[config.mk]
export PLATFORM = sky130hd
export DESIGN_NAME = single_wire_humidity_sensor_decoder_top
export DESIGN_NICKNAME = d
export VERILOG_FILES = /design/src/hw/rtl/swhsd_pkg.sv /design/src/hw/rtl/swhsd_capture.sv /design/src/hw/rtl/swhsd_result.sv /design/src/hw/rtl/single_wire_humidity_sensor_decoder_top.sv
export SDC_FILE = /design/constraint.sdc
export NUM_CORES = 1
export LEC_CHECK = 0
export BUFFER_PORTS_ARGS = -buffer_cell sky130_fd_sc_hd__buf_2
export CAP_MARGIN = 30
export CORE_ASPECT_RATIO = 0.9
export CORE_MARGIN = 8
export CORE_UTILIZATION = 55
export CTS_CLUSTER_DIAMETER = 60
export CTS_CLUSTER_SIZE = 30
export DETAILED_ROUTE_END_ITERATION = 16
export PLACE_DENSITY = 0.8
export SLEW_MARGIN = 5
export SYNTH_ARGS = -nofsm -noshare
export SYNTH_HDL_FRONTEND = slang
export SYNTH_HIERARCHICAL = 1
export SYNTH_SLANG_ARGS = --single-unit
[constraint.sdc]
create_clock -name i_clk -period 4.6 [get_ports i_clk]
set_clock_uncertainty 0.05 [all_clocks]
set_input_delay 0.92 -clock i_clk [delete_from_list [all_inputs] [get_ports i_clk]]
set_output_delay 0.92 -clock i_clk [all_outputs]
set_load 0.05 [all_outputs]
[src/hw/rtl/swhsd_pkg.sv]
// Package with the shared types and constants of the single-wire humidity sensor decoder.
`default_nettype none

package swhsd_pkg;

    // Fixed frame geometry of the sensor protocol.
    localparam int FRAME_BYTES = 5;
    localparam int FRAME_BITS  = 40;
    localparam int BIT_MAX     = 63;
    localparam int RUN_MAX     = 255;

    // Level changes that precede the first data bit (response preamble).
    localparam int SKIP_EDGES  = 4;

    // Configuration port.
    localparam int CFG_INDEX_W = 8;
    localparam int CFG_DATA_W  = 8;

    localparam logic [CFG_INDEX_W-1:0] REG_BIT_THRESHOLD = 8'd0;
    localparam logic [CFG_INDEX_W-1:0] REG_TIMEOUT_TICKS = 8'd1;

    localparam logic [7:0] BIT_THRESHOLD_RST = 8'd16;
    localparam logic [7:0] TIMEOUT_TICKS_RST = 8'd255;

    // One pin sample.
    typedef struct packed {
        logic start_req;
        logic pin_level;
    } t_in;

    // One decoded measurement.
    typedef struct packed {
        logic [15:0]        humidity_tenths;
        logic signed [15:0] temperature_tenths;
        logic [5:0]         bits_received;
        logic               checksum_ok;
        logic               frame_valid;
    } t_out;

    // Register values seen by the capture logic.
    typedef struct packed {
        logic [7:0] bit_threshold;
        logic [7:0] timeout_ticks;
    } t_cfg;

    // Captured frame handed to the result stage.
    typedef struct packed {
        logic [FRAME_BYTES-1:0][7:0] bytes;
        logic [5:0]                  bit_index;
    } t_frame;

    // Status of the capture logic for the current sample.
    typedef struct packed {
        logic emit;
        logic capturing;
    } t_cap_status;

endpackage

`default_nettype wire

[src/hw/rtl/swhsd_capture.sv]
// Capture state machine: run counting, edge numbering and bit shifting into the frame.
`default_nettype none

module swhsd_capture #(
    parameter int EDGE_LIMIT = 100
) (
    input  wire                  i_clk,
    input  wire                  i_rst_n,
    input  wire                  i_step,
    input  swhsd_pkg::t_in       i_item,
    input  swhsd_pkg::t_cfg      i_cfg,
    output swhsd_pkg::t_frame    o_frame,
    output swhsd_pkg::t_cap_status o_status
);
    import swhsd_pkg::*;

    localparam int EDGE_W = $clog2(EDGE_LIMIT + 1);

    logic                        r_capturing, n_capturing;
    logic                        r_last_level, n_last_level;
    logic [7:0]                  r_run_ticks, n_run_ticks;
    logic [EDGE_W-1:0]           r_edge_index, n_edge_index;
    logic [5:0]                  r_bit_index, n_bit_index;
    logic [FRAME_BYTES-1:0][7:0] r_bytes, n_bytes;
    logic                        n_emit;

    // Next state for the sample in the input register.
    always_comb begin
        logic                        cap;
        logic                        last;
        logic [7:0]                  run;
        logic [EDGE_W-1:0]           edg;
        logic [5:0]                  bidx;
        logic [FRAME_BYTES-1:0][7:0] bytes;

        // A start request begins a fresh capture with this very sample.
        if (i_item.start_req) begin
            cap   = 1'b1;
            last  = 1'b1;
            run   = '0;
            edg   = '0;
            bidx  = '0;
            bytes = '0;
        end else begin
            cap   = r_capturing;
            last  = r_last_level;
            run   = r_run_ticks;
            edg   = r_edge_index;
            bidx  = r_bit_index;
            bytes = r_bytes;
        end

        n_capturing  = cap;
        n_last_level = last;
        n_run_ticks  = run;
        n_edge_index = edg;
        n_bit_index  = bidx;
        n_bytes      = bytes;
        n_emit       = 1'b0;

        if (cap) begin
            if (i_item.pin_level == last) begin
                // Unchanged level: extend the run and check for timeout.
                if (run != 8'(RUN_MAX)) begin
                    n_run_ticks = run + 8'd1;
                end
                if (n_run_ticks >= i_cfg.timeout_ticks) begin
                    n_emit      = 1'b1;
                    n_capturing = 1'b0;
                end
            end else begin
                // Level change: every even change past the preamble ends a data bit.
                n_last_level = i_item.pin_level;
                if (edg >= EDGE_W'(SKIP_EDGES) && !edg[0]) begin
                    if (bidx < 6'(FRAME_BITS)) begin
                        n_bytes[bidx[5:3]] = {bytes[bidx[5:3]][6:0],
                                              (run > i_cfg.bit_threshold)};
                    end
                    if (bidx != 6'(BIT_MAX)) begin
                        n_bit_index = bidx + 6'd1;
                    end
                end
                n_run_ticks  = '0;
                n_edge_index = edg + EDGE_W'(1);
                if (n_edge_index >= EDGE_W'(EDGE_LIMIT)) begin
                    n_emit      = 1'b1;
                    n_capturing = 1'b0;
                end
            end
        end
    end

    // State registers advance only when a sample is processed.
    always_ff @(posedge i_clk) begin
        if (!i_rst_n) begin
            r_capturing  <= 1'b0;
            r_last_level <= 1'b1;
            r_run_ticks  <= '0;
            r_edge_index <= '0;
            r_bit_index  <= '0;
            r_bytes      <= '0;
        end else if (i_step) begin
            r_capturing  <= n_capturing;
            r_last_level <= n_last_level;
            r_run_ticks  <= n_run_ticks;
            r_edge_index <= n_edge_index;
            r_bit_index  <= n_bit_index;
            r_bytes      <= n_bytes;
        end
    end

    // The frame as it stands after this sample.
    assign o_frame.bytes      = n_bytes;
    assign o_frame.bit_index  = n_bit_index;
    assign o_status.emit      = n_emit;
    assign o_status.capturing = r_capturing;

endmodule

`default_nettype wire

[src/hw/rtl/swhsd_result.sv]
// Result formatting and output register with valid/ready handshake.
`default_nettype none

module swhsd_result (
    input  wire                i_clk,
    input  wire                i_rst_n,
    input  wire                i_load,
    input  swhsd_pkg::t_frame  i_frame,
    output logic               o_free,
    output logic               o_out_valid,
    input  wire                i_out_ready,
    output swhsd_pkg::t_out    o_out_data
);
    import swhsd_pkg::*;

    logic        r_valid;
    t_out        r_data, n_data;
    logic [14:0] w_mag;
    logic [7:0]  w_sum;

    // Decode the five frame bytes into the measurement fields.
    always_comb begin
        w_mag = {i_frame.bytes[2][6:0], i_frame.bytes[3]};
        w_sum = i_frame.bytes[0] + i_frame.bytes[1] + i_frame.bytes[2] + i_frame.bytes[3];
        n_data.humidity_tenths = {i_frame.bytes[0], i_frame.bytes[1]};
        // Sign-magnitude to two's complement; negative zero becomes zero.
        if (i_frame.bytes[2][7]) begin
            n_data.temperature_tenths = -$signed({1'b0, w_mag});
        end else begin
            n_data.temperature_tenths = $signed({1'b0, w_mag});
        end
        n_data.bits_received = i_frame.bit_index;
        n_data.checksum_ok   = (i_frame.bytes[4] == w_sum);
        n_data.frame_valid   = (i_frame.bit_index >= 6'(FRAME_BITS)) && n_data.checksum_ok;
    end

    // The slot is free when empty or being emptied in this cycle.
    assign o_free = !r_valid || i_out_ready;

    always_ff @(posedge i_clk) begin
        if (!i_rst_n) begin
            r_valid <= 1'b0;
        end else if (o_free) begin
            r_valid <= i_load;
        end
    end

    always_ff @(posedge i_clk) begin
        if (o_free && i_load) begin
            r_data <= n_data;
        end
    end

    assign o_out_valid = r_valid;
    assign o_out_data  = r_data;

endmodule

`default_nettype wire

[src/hw/rtl/single_wire_humidity_sensor_decoder_top.sv]
// Top level of the single-wire humidity sensor decoder.
`default_nettype none

// Decodes the single-wire response of a humidity and temperature sensor from
// pin samples, one sample per transaction. The block accepts one sample every
// clock cycle while its result slot is free; a sample passes an input register,
// then the capture logic, whose state update is the loop that sets the
// one-sample-per-cycle rate, and its result, if any, enters the output
// register as the sample moves on. A capture starts with a sample that
// carries start_req and ends, with one result transaction, when a level run
// reaches timeout_ticks or when EDGE_LIMIT level changes have been seen.
// Registers 0 (bit_threshold) and 1 (timeout_ticks) may be written only while
// no capture is in progress and no result is pending.
module single_wire_humidity_sensor_decoder_top #(
    parameter int EDGE_LIMIT = 100
) (
    input  wire                                 i_clk,
    input  wire                                 i_rst_n,
    input  wire                                 i_in_valid,
    output logic                                o_in_ready,
    input  swhsd_pkg::t_in                      i_in_data,
    output logic                                o_out_valid,
    input  wire                                 i_out_ready,
    output swhsd_pkg::t_out                     o_out_data,
    input  wire                                 i_cfg_valid,
    output logic                                o_cfg_ready,
    input  wire [swhsd_pkg::CFG_INDEX_W-1:0]    i_cfg_index,
    input  wire [swhsd_pkg::CFG_DATA_W-1:0]     i_cfg_data
);
    import swhsd_pkg::*;

    logic        r_in_valid;
    t_in         r_in;
    logic        w_free;
    logic        w_step;
    logic [7:0]  r_bit_threshold;
    logic [7:0]  r_timeout_ticks;
    t_cfg        w_cfg;
    t_frame      w_frame;
    t_cap_status w_status;

    // Input register: refilled whenever it is empty or its sample moves on.
    assign w_step     = r_in_valid && w_free;
    assign o_in_ready = !r_in_valid || w_free;

    always_ff @(posedge i_clk) begin
        if (!i_rst_n) begin
            r_in_valid <= 1'b0;
        end else if (o_in_ready) begin
            r_in_valid <= i_in_valid;
        end
    end

    always_ff @(posedge i_clk) begin
        if (o_in_ready && i_in_valid) begin
            r_in <= i_in_data;
        end
    end

    // Configuration registers, always ready for a write.
    assign o_cfg_ready = 1'b1;

    always_ff @(posedge i_clk) begin
        if (!i_rst_n) begin
            r_bit_threshold <= BIT_THRESHOLD_RST;
            r_timeout_ticks <= TIMEOUT_TICKS_RST;
        end else if (i_cfg_valid) begin
            unique case (i_cfg_index)
                REG_BIT_THRESHOLD: r_bit_threshold <= i_cfg_data;
                REG_TIMEOUT_TICKS: r_timeout_ticks <= i_cfg_data;
                default: ;
            endcase
        end
    end

    assign w_cfg.bit_threshold = r_bit_threshold;
    assign w_cfg.timeout_ticks = r_timeout_ticks;

    // Capture logic.
    swhsd_capture #(
        .EDGE_LIMIT (EDGE_LIMIT)
    ) u_capture (
        .i_clk    (i_clk),
        .i_rst_n  (i_rst_n),
        .i_step   (w_step),
        .i_item   (r_in),
        .i_cfg    (w_cfg),
        .o_frame  (w_frame),
        .o_status (w_status)
    );

    // Result formatting and output register.
    swhsd_result u_result (
        .i_clk       (i_clk),
        .i_rst_n     (i_rst_n),
        .i_load      (w_step && w_status.emit),
        .i_frame     (w_frame),
        .o_free      (w_free),
        .o_out_valid (o_out_valid),
        .i_out_ready (i_out_ready),
        .o_out_data  (o_out_data)
    );

    // A finished capture always shows up as a result in the next cycle.
    a_emit_to_out: assert property (@(posedge i_clk) disable iff (!i_rst_n)
        (w_step && w_status.emit) |=> o_out_valid)
        else $error("finished capture gave no result");

    // A result comes only from a running capture or one started by this sample.
    a_emit_needs_capture: assert property (@(posedge i_clk) disable iff (!i_rst_n)
        (w_step && w_status.emit) |-> (w_status.capturing || r_in.start_req))
        else $error("result without a capture");

    // A capture that produced its result is no longer running.
    a_emit_ends_capture: assert property (@(posedge i_clk) disable iff (!i_rst_n)
        (w_step && w_status.emit) |=> !w_status.capturing)
        else $error("capture still running after its result");

endmodule

`default_nettype wire

==> results of run 1 <==
==> worst max-delay path: cells and delay by family, from the launching register on <==
kind / cells / cell delay (ps)
XOR/XNOR: 1 / 210
AO/OA/AOI/OAI: 3 / 800
adder cells (fa/ha/maj): 3 / 1320
AND/OR/NAND/NOR: 3 / 660
buffers and inverters: 3 / 520
flip-flops: 1 / 420
multiplexers: 1 / 360
==> per-layer routing <==
| metal | part of all wire [%] | up-vias | global-route usage [%] |
|---|---|---|---|
| met3 | 11 | 46 | 7.111 |
| met2 | 44 | 395 | 35.20 |
| li1 | - | 3168 | - |
| met4 | 2.2 | 0 | 7.334 |
| met1 | 43 | 3198 | 30.37 |
| met5 | 0 | - | 0 |
==> repair_timing <==
item                       4_1_cts  5_1_grt
pin swaps                        0       13
setup endpoints to repair        1        2
hold endpoints to repair         0        0
gates resized for setup          2       38
buffers inserted                 0        9
gates cloned                     0        1
==> where the power goes <==
part	switching (mW)	internal [mW]	total (mW)	leakage, nW
clock	0.502	0.961	1.46	0.309
sequential	0.00422	1.12	1.13	1.11
combinational	0.0947	0.0473	0.142	2.36
total	0.601	2.13	2.73	3.77
==> layout make-up <==
type / count / area (um^2) / area share (%)
repair buffers: 139 / 923.4 / 9.937
flip-flops and latches: 123 / 2884 / 31.04
multi-input cells: 592 / 4448 / 47.87
clock inverters: 15 / 222.7 / 2.397
inverters: 44 / 178.9 / 1.925
clock buffers: 17 / 425.4 / 4.578
well taps: 168 / 210.2 / 2.262
==> registers in the layout (all words and copies together), names as in the netlist, 2 cells and up <==
signal                  count
u_capture/r_bytes          40
r_in                        2
u_result/o_out_data        40
u_capture/r_bit_index       6
u_capture/r_edge_index      7
u_capture/r_run_ticks       8
r_timeout_ticks             8
r_bit_threshold             8
==> final timing paths <==
check	from	to	slack, ps	cells past startpoint
hold / removal	r_bit_threshold[6]$_SDFFE_PN0P_	r_bit_threshold[6]$_SDFFE_PN0P_	410	2
setup reg to reg	r_in[1]$_DFFE_PP_	u_result/o_out_data[0]$_DFFE_PP_	70	14
hold reg to reg	r_bit_threshold[6]$_SDFFE_PN0P_	r_bit_threshold[6]$_SDFFE_PN0P_	410	2
setup / recovery	r_in[1]$_DFFE_PP_	u_result/o_out_data[0]$_DFFE_PP_	70	14
==> metrics by stage <==
step                      total power, mW  utilization (%)  hold WS, ps  setup WS [ps]  TNS (ps)
after CTS                           2.731            67.63        411.4          1.992         0
after detailed placement            1.280            62.74        401.0          59.67         0
after floorplan                     1.234                -        374.7          16.12         0
after global routing                2.814            69.28        433.0         -130.4    -178.3
final                               2.733            69.28        409.3          71.11         0
after global placement              1.278            62.74        388.9          176.0         0
==> flow_summary.json, run 1 <==
{
  "yosysWarnings": 6,
  "vias_per_cell": 6.199,
  "clkSlewWorstSetupHoldPaths_ps": 50,
  "rows": 40,
  "ir_drop_v": 0.0002608,
  "final_area_um2": 9293,
  "track_usage_pct": 22.97,
  "globalplace.congestion": 0.9989,
  "final_net_count": 980,
  "slew_headroom_pct": 32.74,
  "worst_slew_pin_slew_ps": 998.3,
  "initialDrtViolationCount": 885,
  "min_path_type": "flip-flop to flip-flop",
  "grt_max_degree": 41,
  "vias": 6807,
  "crit_top_cell": "fa_1",
  "outcome": "completed",
  "cts_num_sinks": 123,
  "syn_area_um2": 7605,
  "avgSynthCellArea_um2": 9.435,
  "cts_hold_buf": 0,
  "grt_pass1_vias": 6334,
  "io_pins": 66,
  "cp-start-kind": "flip-flop",
  "endpoint_kind": "flip-flop",
  "layout-drive-gt1-share_pct": 26.24,
  "io_buffers": 64,
  "dr.pass1.iters": 6,
  "finalHoldViolCount": 0,
  "synthCells": 806,
  "die-area_um2": 17850,
  "nFillCells": 969,
  "dp.cells": 1056,
  "fin_cells": 1098,
  "die-width_um": 140.0,
  "dp_hpwl_um": 14880,
  "finalSetupViolCount": 0,
  "drv_cap": 0,
  "area_growth_pct": 22.19,
  "clockRootBuffer": "clkbuf_16",
  "clock_latency_ps": 420,
  "synthesis.nets": 869,
  "arrival_ps": 4710,
  "p_per_area_nw_per_um2": 294.1,
  "wire_per_inst_um": 19.05,
  "cp_cell_sequence": "buf_12 -> buf_2 -> nor2_2 -> o2111a_1 -> and3_4 -> buf_4 -> mux2i_1 -> fa_1 -> fa_1 -> ha_1 -> xor2_1 -> a2111oi_2 -> o2111ai_1 -> nor4_1",
  "h-tree-depth": 4,
  "rsz0062_at_grt": "true",
  "leakage_nw": 3.773,
  "route.detailed.drc": 0,
  "final_max_slew_viol_count": 0,
  "n_antenna_cell": 0,
  "die_h_um": 127.6,
  "slowest_delay_ps": 500,
  "fin_crit_sh_pct": 98.45,
  "cts-buffers-inserted": 17,
  "crit_path_max_fanout": 8,
  "layout_commonest_cell": "dfxtp_1",
  "routed_wl_um": 20920,
  "layout_common_cells": "80 x dfxtp_1, 71 x buf_4, 67 x nand2_1",
  "critPathKind": "flip-flop to flip-flop",
  "ant_nets": 0,
  "coreArea_um2": 13410,
  "grt_pass1_wl_um": 32850,
  "cp_slowest_cell": "fa_1",
  "worstPathRequired_ps": 4780,
  "max_freq_mhz": 220.8,
  "cts_buffer_depth": 2,
  "layout_min_cycle_time_ps": 4529,
  "overflow": 0,
  "antenna_found_initial": 0,
  "cts_tree": "yes",
  "initial_core_util_pct": 56.70,
  "post_dp_cell_area_um2": 8416
}
(Power assumes the default switching activity.)
==> inputs of run 2 (changes only) <==
--- a/config.mk
+++ b/config.mk
@@ -14,6 +14,7 @@
 export CTS_CLUSTER_SIZE = 30
 export DETAILED_ROUTE_END_ITERATION = 16
 export PLACE_DENSITY = 0.8
+export RECOVER_POWER = 25
 export SLEW_MARGIN = 5
 export SYNTH_ARGS = -nofsm -noshare
 export SYNTH_HDL_FRONTEND = slang
==> run 2 against run 1 <==
Compared with the run above: largest power group unchanged; critical path depth unchanged; setup slack better by 18 ps; critical path type unchanged; sequential cell count unchanged; highest routed layer unchanged; non-clock buffer count did not move; via count shrank 0.43%.
==> flow_summary.json, run 2 (synthesis results as in run 1) <==
{
  "fin_cells": 1098,
  "layout_common_cells": "80 x dfxtp_1, 70 x buf_4, 67 x nand2_1",
  "cts-buffers-inserted": 17,
  "finalHoldViolCount": 0,
  "rsz0062_at_grt": "true",
  "worstPathRequired_ps": 4780,
  "ir_drop_v": 0.0002580,
  "track_usage_pct": 22.97,
  "die_h_um": 127.6,
  "layout-drive-gt1-share_pct": 21.83,
  "nFillCells": 999,
  "grt_pass1_vias": 6334,
  "dp.cells": 1056,
  "h-tree-depth": 4,
  "layout_min_cycle_time_ps": 4510,
  "worstHoldPathCells": 2,
  "final_max_slew_viol_count": 0,
  "arrival_ps": 4690,
  "globalplace.congestion": 0.9989,
  "min_path_type": "flip-flop to flip-flop",
  "overflow": 0,
  "reg2reg_depth": 14,
  "vias": 6778,
  "endpoint_kind": "flip-flop",
  "max_freq_mhz": 221.7,
  "fin_crit_sh_pct": 98.05,
  "antenna_found_initial": 0,
  "ant_nets": 0,
  "n_antenna_cell": 0,
  "routed_wl_um": 20980,
  "dp_hpwl_um": 14880,
  "dr.pass1.iters": 6,
  "coreArea_um2": 13410,
  "clock_latency_ps": 420,
  "slew_headroom_pct": 4.723,
  "worst-path-buf-inv": 3,
  "critPathKind": "flip-flop to flip-flop",
  "p_per_area_nw_per_um2": 295.7,
  "cp-start-kind": "flip-flop",
  "vias_per_cell": 6.173,
  "grt_max_degree": 41,
  "finalSetupViolCount": 0,
  "initialDrtViolationCount": 858,
  "slowest_delay_ps": 500,
  "crit_top_cell": "fa_1",
  "area_growth_pct": 21.49,
  "leakage_nw": 3.617,
  "clockRootBuffer": "clkbuf_16",
  "cp_num_cells": 14,
  "grt_pass1_wl_um": 32850,
  "timing.final.ws_setup_ps": 89.52,
  "drv_cap": 0,
  "cts_buffer_depth": 2,
  "die-area_um2": 17850,
  "pre_cts_slack_ps": 59.67,
  "worst_slew_pin_slew_ps": 1429,
  "die-width_um": 140.0,
  "cp_slowest_cell": "fa_1",
  "layout_commonest_cell": "dfxtp_1",
  "clkSlewWorstSetupHoldPaths_ps": 50,
  "route.detailed.drc": 0,
  "io_buffers": 64,
  "outcome": "completed",
  "final_net_count": 980,
  "cts_tree": "yes",
  "io_pins": 66,
  "cp_cell_sequence": "buf_12 -> buf_2 -> nor2_2 -> o2111a_1 -> and3_4 -> buf_4 -> mux2i_1 -> fa_1 -> fa_1 -> ha_1 -> xor2_1 -> a2111oi_2 -> o2111ai_1 -> nor4_1",
  "cp_top_family": "adder cells",
  "initial_core_util_pct": 56.70,
  "cts_num_sinks": 123,
  "crit_path_max_fanout": 8,
  "wire_per_inst_um": 19.10,
  "rows": 40
}
-- run 2: where the power goes --
part | switching [mW] | internal (mW)
Combinational | 0.0941 | 0.0465
Clock | 0.503 | 0.960
Sequential | 0.00428 | 1.12
-- run 2: cell type report --
type / count / area [um^2] / area share [%]
Clock buffer: 17 / 425.4 / 4.605
Clock inverter: 15 / 222.7 / 2.411
Inverter: 44 / 178.9 / 1.937
Sequential cell: 123 / 2884 / 31.22
Multi-Input combinational cell: 592 / 4448 / 48.14
Timing Repair Buffer: 139 / 869.6 / 9.412
Tap cell: 168 / 210.2 / 2.275
-- run 2: what timing repair did --
item,in CTS,in global routing
gates resized for setup,2,38
buffers inserted,0,9
endpoints found under the setup margin,1,2
pin swaps,0,13
hold buffers,0,0
cloned,0,1
-- run 2: per-layer routing --
metal | share of wire (%) | global-route usage [%]
met5 | 0 | 0
met4 | 2.0 | 7.334
met3 | 11 | 7.111
met2 | 44 | 35.20
met1 | 43 | 30.37
-- run 2: worst paths after layout --
path                              startpoint                               end  slack, ps
min          r_bit_threshold[6]$_SDFFE_PN0P_   r_bit_threshold[6]$_SDFFE_PN0P_        410
min reg2reg  r_bit_threshold[6]$_SDFFE_PN0P_   r_bit_threshold[6]$_SDFFE_PN0P_        410
max                        r_in[1]$_DFFE_PP_  u_result/o_out_data[0]$_DFFE_PP_         90
max reg2reg                r_in[1]$_DFFE_PP_  u_result/o_out_data[0]$_DFFE_PP_         90
-- run 2: through the flow --
stage,power (mW),hold slack [ps],TNS (ps),util [%],instance area (um^2)
6_report,2.732,409.9,0,68.88,9239
5_1_grt,2.813,433.0,-178.3,68.88,9239
4_1_cts,2.731,411.4,0,67.63,9071
3_5_place_dp,1.280,401.0,0,62.74,8416
3_3_place_gp,1.278,388.9,0,62.74,8416
2_1_floorplan,1.234,374.7,0,-,7614
-- run 2: worst register-to-register path: cells and delay by family (launching register included) --
kind            cells  cell delay [ps]
simple gates        3              660
xor+xnor            1              210
fa+ha+maj           3             1320
buf+inv             3              530
mux                 1              350
compound gates      3              800
flops               1              420
==> inputs of run 3 (changes only) <==
--- a/config.mk
+++ b/config.mk
@@ -5,6 +5,7 @@
 export SDC_FILE = /design/constraint.sdc
 export NUM_CORES = 1
 export LEC_CHECK = 0
+export ABC_AREA = 1
 export BUFFER_PORTS_ARGS = -buffer_cell sky130_fd_sc_hd__buf_2
 export CAP_MARGIN = 30
 export CORE_ASPECT_RATIO = 0.9
@@ -15,6 +16,7 @@
 export DETAILED_ROUTE_END_ITERATION = 16
 export PLACE_DENSITY = 0.8
 export RECOVER_POWER = 25
+export SKIP_LAST_GASP = 1
 export SLEW_MARGIN = 5
 export SYNTH_ARGS = -nofsm -noshare
 export SYNTH_HDL_FRONTEND = slang
==> run 3 against run 2 <==
Compared with the run above: the run now ends with max-capacitance violations, max-slew violations left; via count up 17%; maximum frequency down 1.5%; routed wire length up 9.8%; sequential share of layout area down 1.4 points; area after synthesis up 5.6%; sequential cell count unchanged; cell count up 32%; critical path depth up 10; total power up 8.4%; core utilization down 2.3 points; synthesized cell count up 41%; die area up 4.9%.
==> flow_summary.json, run 3 <==
{
  "min_path_type": "flip-flop to flip-flop",
  "die-area_um2": 18730,
  "crit_path_max_fanout": 6,
  "io_buffers": 64,
  "syn_area_um2": 8033,
  "area_growth_pct": 20.22,
  "track_usage_pct": 24.58,
  "final_max_slew_viol_count": 37,
  "antenna_found_initial": 1,
  "r2r_end": "u_result/o_out_data[0]$_DFFE_PP_",
  "nFillCells": 1231,
  "route.detailed.drc": 0,
  "die-width_um": 143.4,
  "grt_max_degree": 55,
  "dr.pass1.iters": 7,
  "combPwrFrac_pct": 14.4,
  "swShare_pct": 28.08,
  "cts_num_sinks": 123,
  "die_h_um": 130.7,
  "initialDrtViolationCount": 907,
  "coreArea_um2": 14500,
  "finalHoldViolCount": 0,
  "clkPwrFrac_pct": 46.4,
  "switchingPower_mw": 0.8314,
  "regArea_um2": 2883,
  "failed_checks": "max-capacitance violations, max-slew violations",
  "cts-buffers-inserted": 17,
  "use_met2_pct": 37.68,
  "h-tree-depth": 4,
  "clockRootBuffer": "clkbuf_16",
  "routed_wl_um": 23030,
  "layout-drive-gt1-share_pct": 17.28,
  "clkSlewWorstSetupHoldPaths_ps": 60,
  "ant_nets": 0,
  "critPathLaunch": "r_in[1]$_DFFE_PP_",
  "layout_common_cells": "260 x nand2_1, 183 x inv_1, 91 x nand3_1",
  "tns_ps": 0,
  "grt_pass1_wl_um": 36180,
  "max_freq_mhz": 218.3,
  "arrival_ps": 4800,
  "initial_core_util_pct": 55.38,
  "layout_min_cycle_time_ps": 4581,
  "use_met1_pct": 32.66,
  "rr_startpoint": "r_in[1]$_DFFE_PP_",
  "io_pins": 66,
  "vias": 7953,
  "grtUsageMet3_pct": 6.538,
  "layout_commonest_cell": "nand2_1",
  "rsz0062_at_grt": "true",
  "slew_headroom_pct": -22.07,
  "whs_ps": 415.4,
  "synthCells": 1134,
  "yosysWarnings": 6,
  "synthesis.nets": 1197,
  "holdCritStartpoint": "r_timeout_ticks[5]$_SDFFE_PN1P_",
  "worst_slew_pin_slew_ps": 1831,
  "outcome": "finished, violations left",
  "pwr-share-seq_pct": 39.2,
  "wire_per_inst_um": 15.89,
  "p_int_mw": 2.130,
  "endpoint_kind": "flip-flop",
  "finalSetupViolCount": 0,
  "globalplace.congestion": 0.9429,
  "dp_hpwl_um": 16060,
  "multi_input_area_um2": 4363,
  "avgSynthCellArea_um2": 7.084,
  "cts_hold_buf": 0,
  "rrSetupSlack_ps": 20,
  "worstHoldPathCells": 2,
  "cts_tree": "yes",
  "total_power_mw": 2.961,
  "rows": 42,
  "leakage_nw": 4.486,
  "ir_drop_v": 0.0002583,
  "p_per_area_nw_per_um2": 306.7,
  "fin_crit_sh_pct": 99.58,
  "drv_cap": 1,
  "cp-start-kind": "flip-flop",
  "reg2reg_depth": 24,
  "critPathKind": "flip-flop to flip-flop",
  "grt_pass1_vias": 7235,
  "fin_util_pct": 66.58,
  "crit_path_end": "u_result/o_out_data[0]$_DFFE_PP_",
  "busiest_layer": "met2",
  "vias_per_cell": 5.489,
  "worstPathRequired_ps": 4820,
  "final_net_count": 1300,
  "cts_buffer_depth": 2,
  "overflow": 0,
  "clock_latency_ps": 430
}
## run 3: how the worst min path moves through the flow
stage                                          to  slack (ps)
2_1_floorplan     r_bit_threshold[4]$_SDFFE_PN1P_         380
3_3_place_gp      r_timeout_ticks[7]$_SDFFE_PN1P_         390
3_5_place_dp      r_bit_threshold[4]$_SDFFE_PN1P_         390
4_1_cts           r_timeout_ticks[4]$_SDFFE_PN1P_         410
5_1_grt        u_capture/r_bytes[35]$_SDFFE_PN0P_         440
6_report          r_timeout_ticks[5]$_SDFFE_PN1P_         420
## run 3: repair_timing
item | in CTS | in global routing
pin swaps | 1 | 21
resized for setup | 2 | 64
endpoints found under the setup margin | 2 | 42
setup buffers | 0 | 20
gates cloned | 0 | 3
## run 3: final cells by class
cell class,instances,area share (%)
Antenna cell,1,0.02591
Clock buffer,18,4.664
Clock inverter,14,1.607
Inverter,199,7.839
Multi-Input combinational cell,773,45.18
Sequential cell,123,29.85
Tap cell,198,2.565
Timing Repair Buffer,122,8.189
Timing Repair inverter,1,0.07774
## run 3: per-layer routing
layer  vias to the layer above  wire length, um
li1                       3852                -
met1                      3600             9856
met2                       446            10140
met3                        55             2426
met4                         0              604
met5                         -                0
## run 3: critical path, cell delays in order, from the launching register on
cell	delay [ps]
edfxtp_1	400
buf_6	120
buf_12	130
nor2_8	50
inv_2	150
nand2_1	90
nor2_1	120
inv_1	90
nor2_2	200
nand2_1	110
nand3_1	120
o21ai_2	80
fa_1	570
inv_2	50
fa_1	510
inv_2	60
ha_4	170
fa_2	590
xnor2_2	110
nand3_1	90
nor2_1	160
nand3_1	90
nor2_1	130
nand3_2	90
nor2_2	90
## run 3: power by group through the flow
stage,Sequential (mW),Clock (mW),Combinational [mW]
6_report,1.16,1.38,0.426
5_1_grt,1.16,1.43,0.462
4_1_cts,1.16,1.39,0.374
3_5_place_dp,1.18,0,0.368
3_3_place_gp,1.18,0,0.361
2_1_floorplan,1.18,0,0.264
## run 3: through the flow
stage          setup WS [ps]  cells  area (um^2)
2_1_floorplan          134.7   1134         8036
3_5_place_dp          -40.43   1393         8702
5_1_grt               -104.4   1449         9657
4_1_cts                6.289   1425         9308
3_3_place_gp           133.0   1392         8682
6_report               19.29   1449         9657
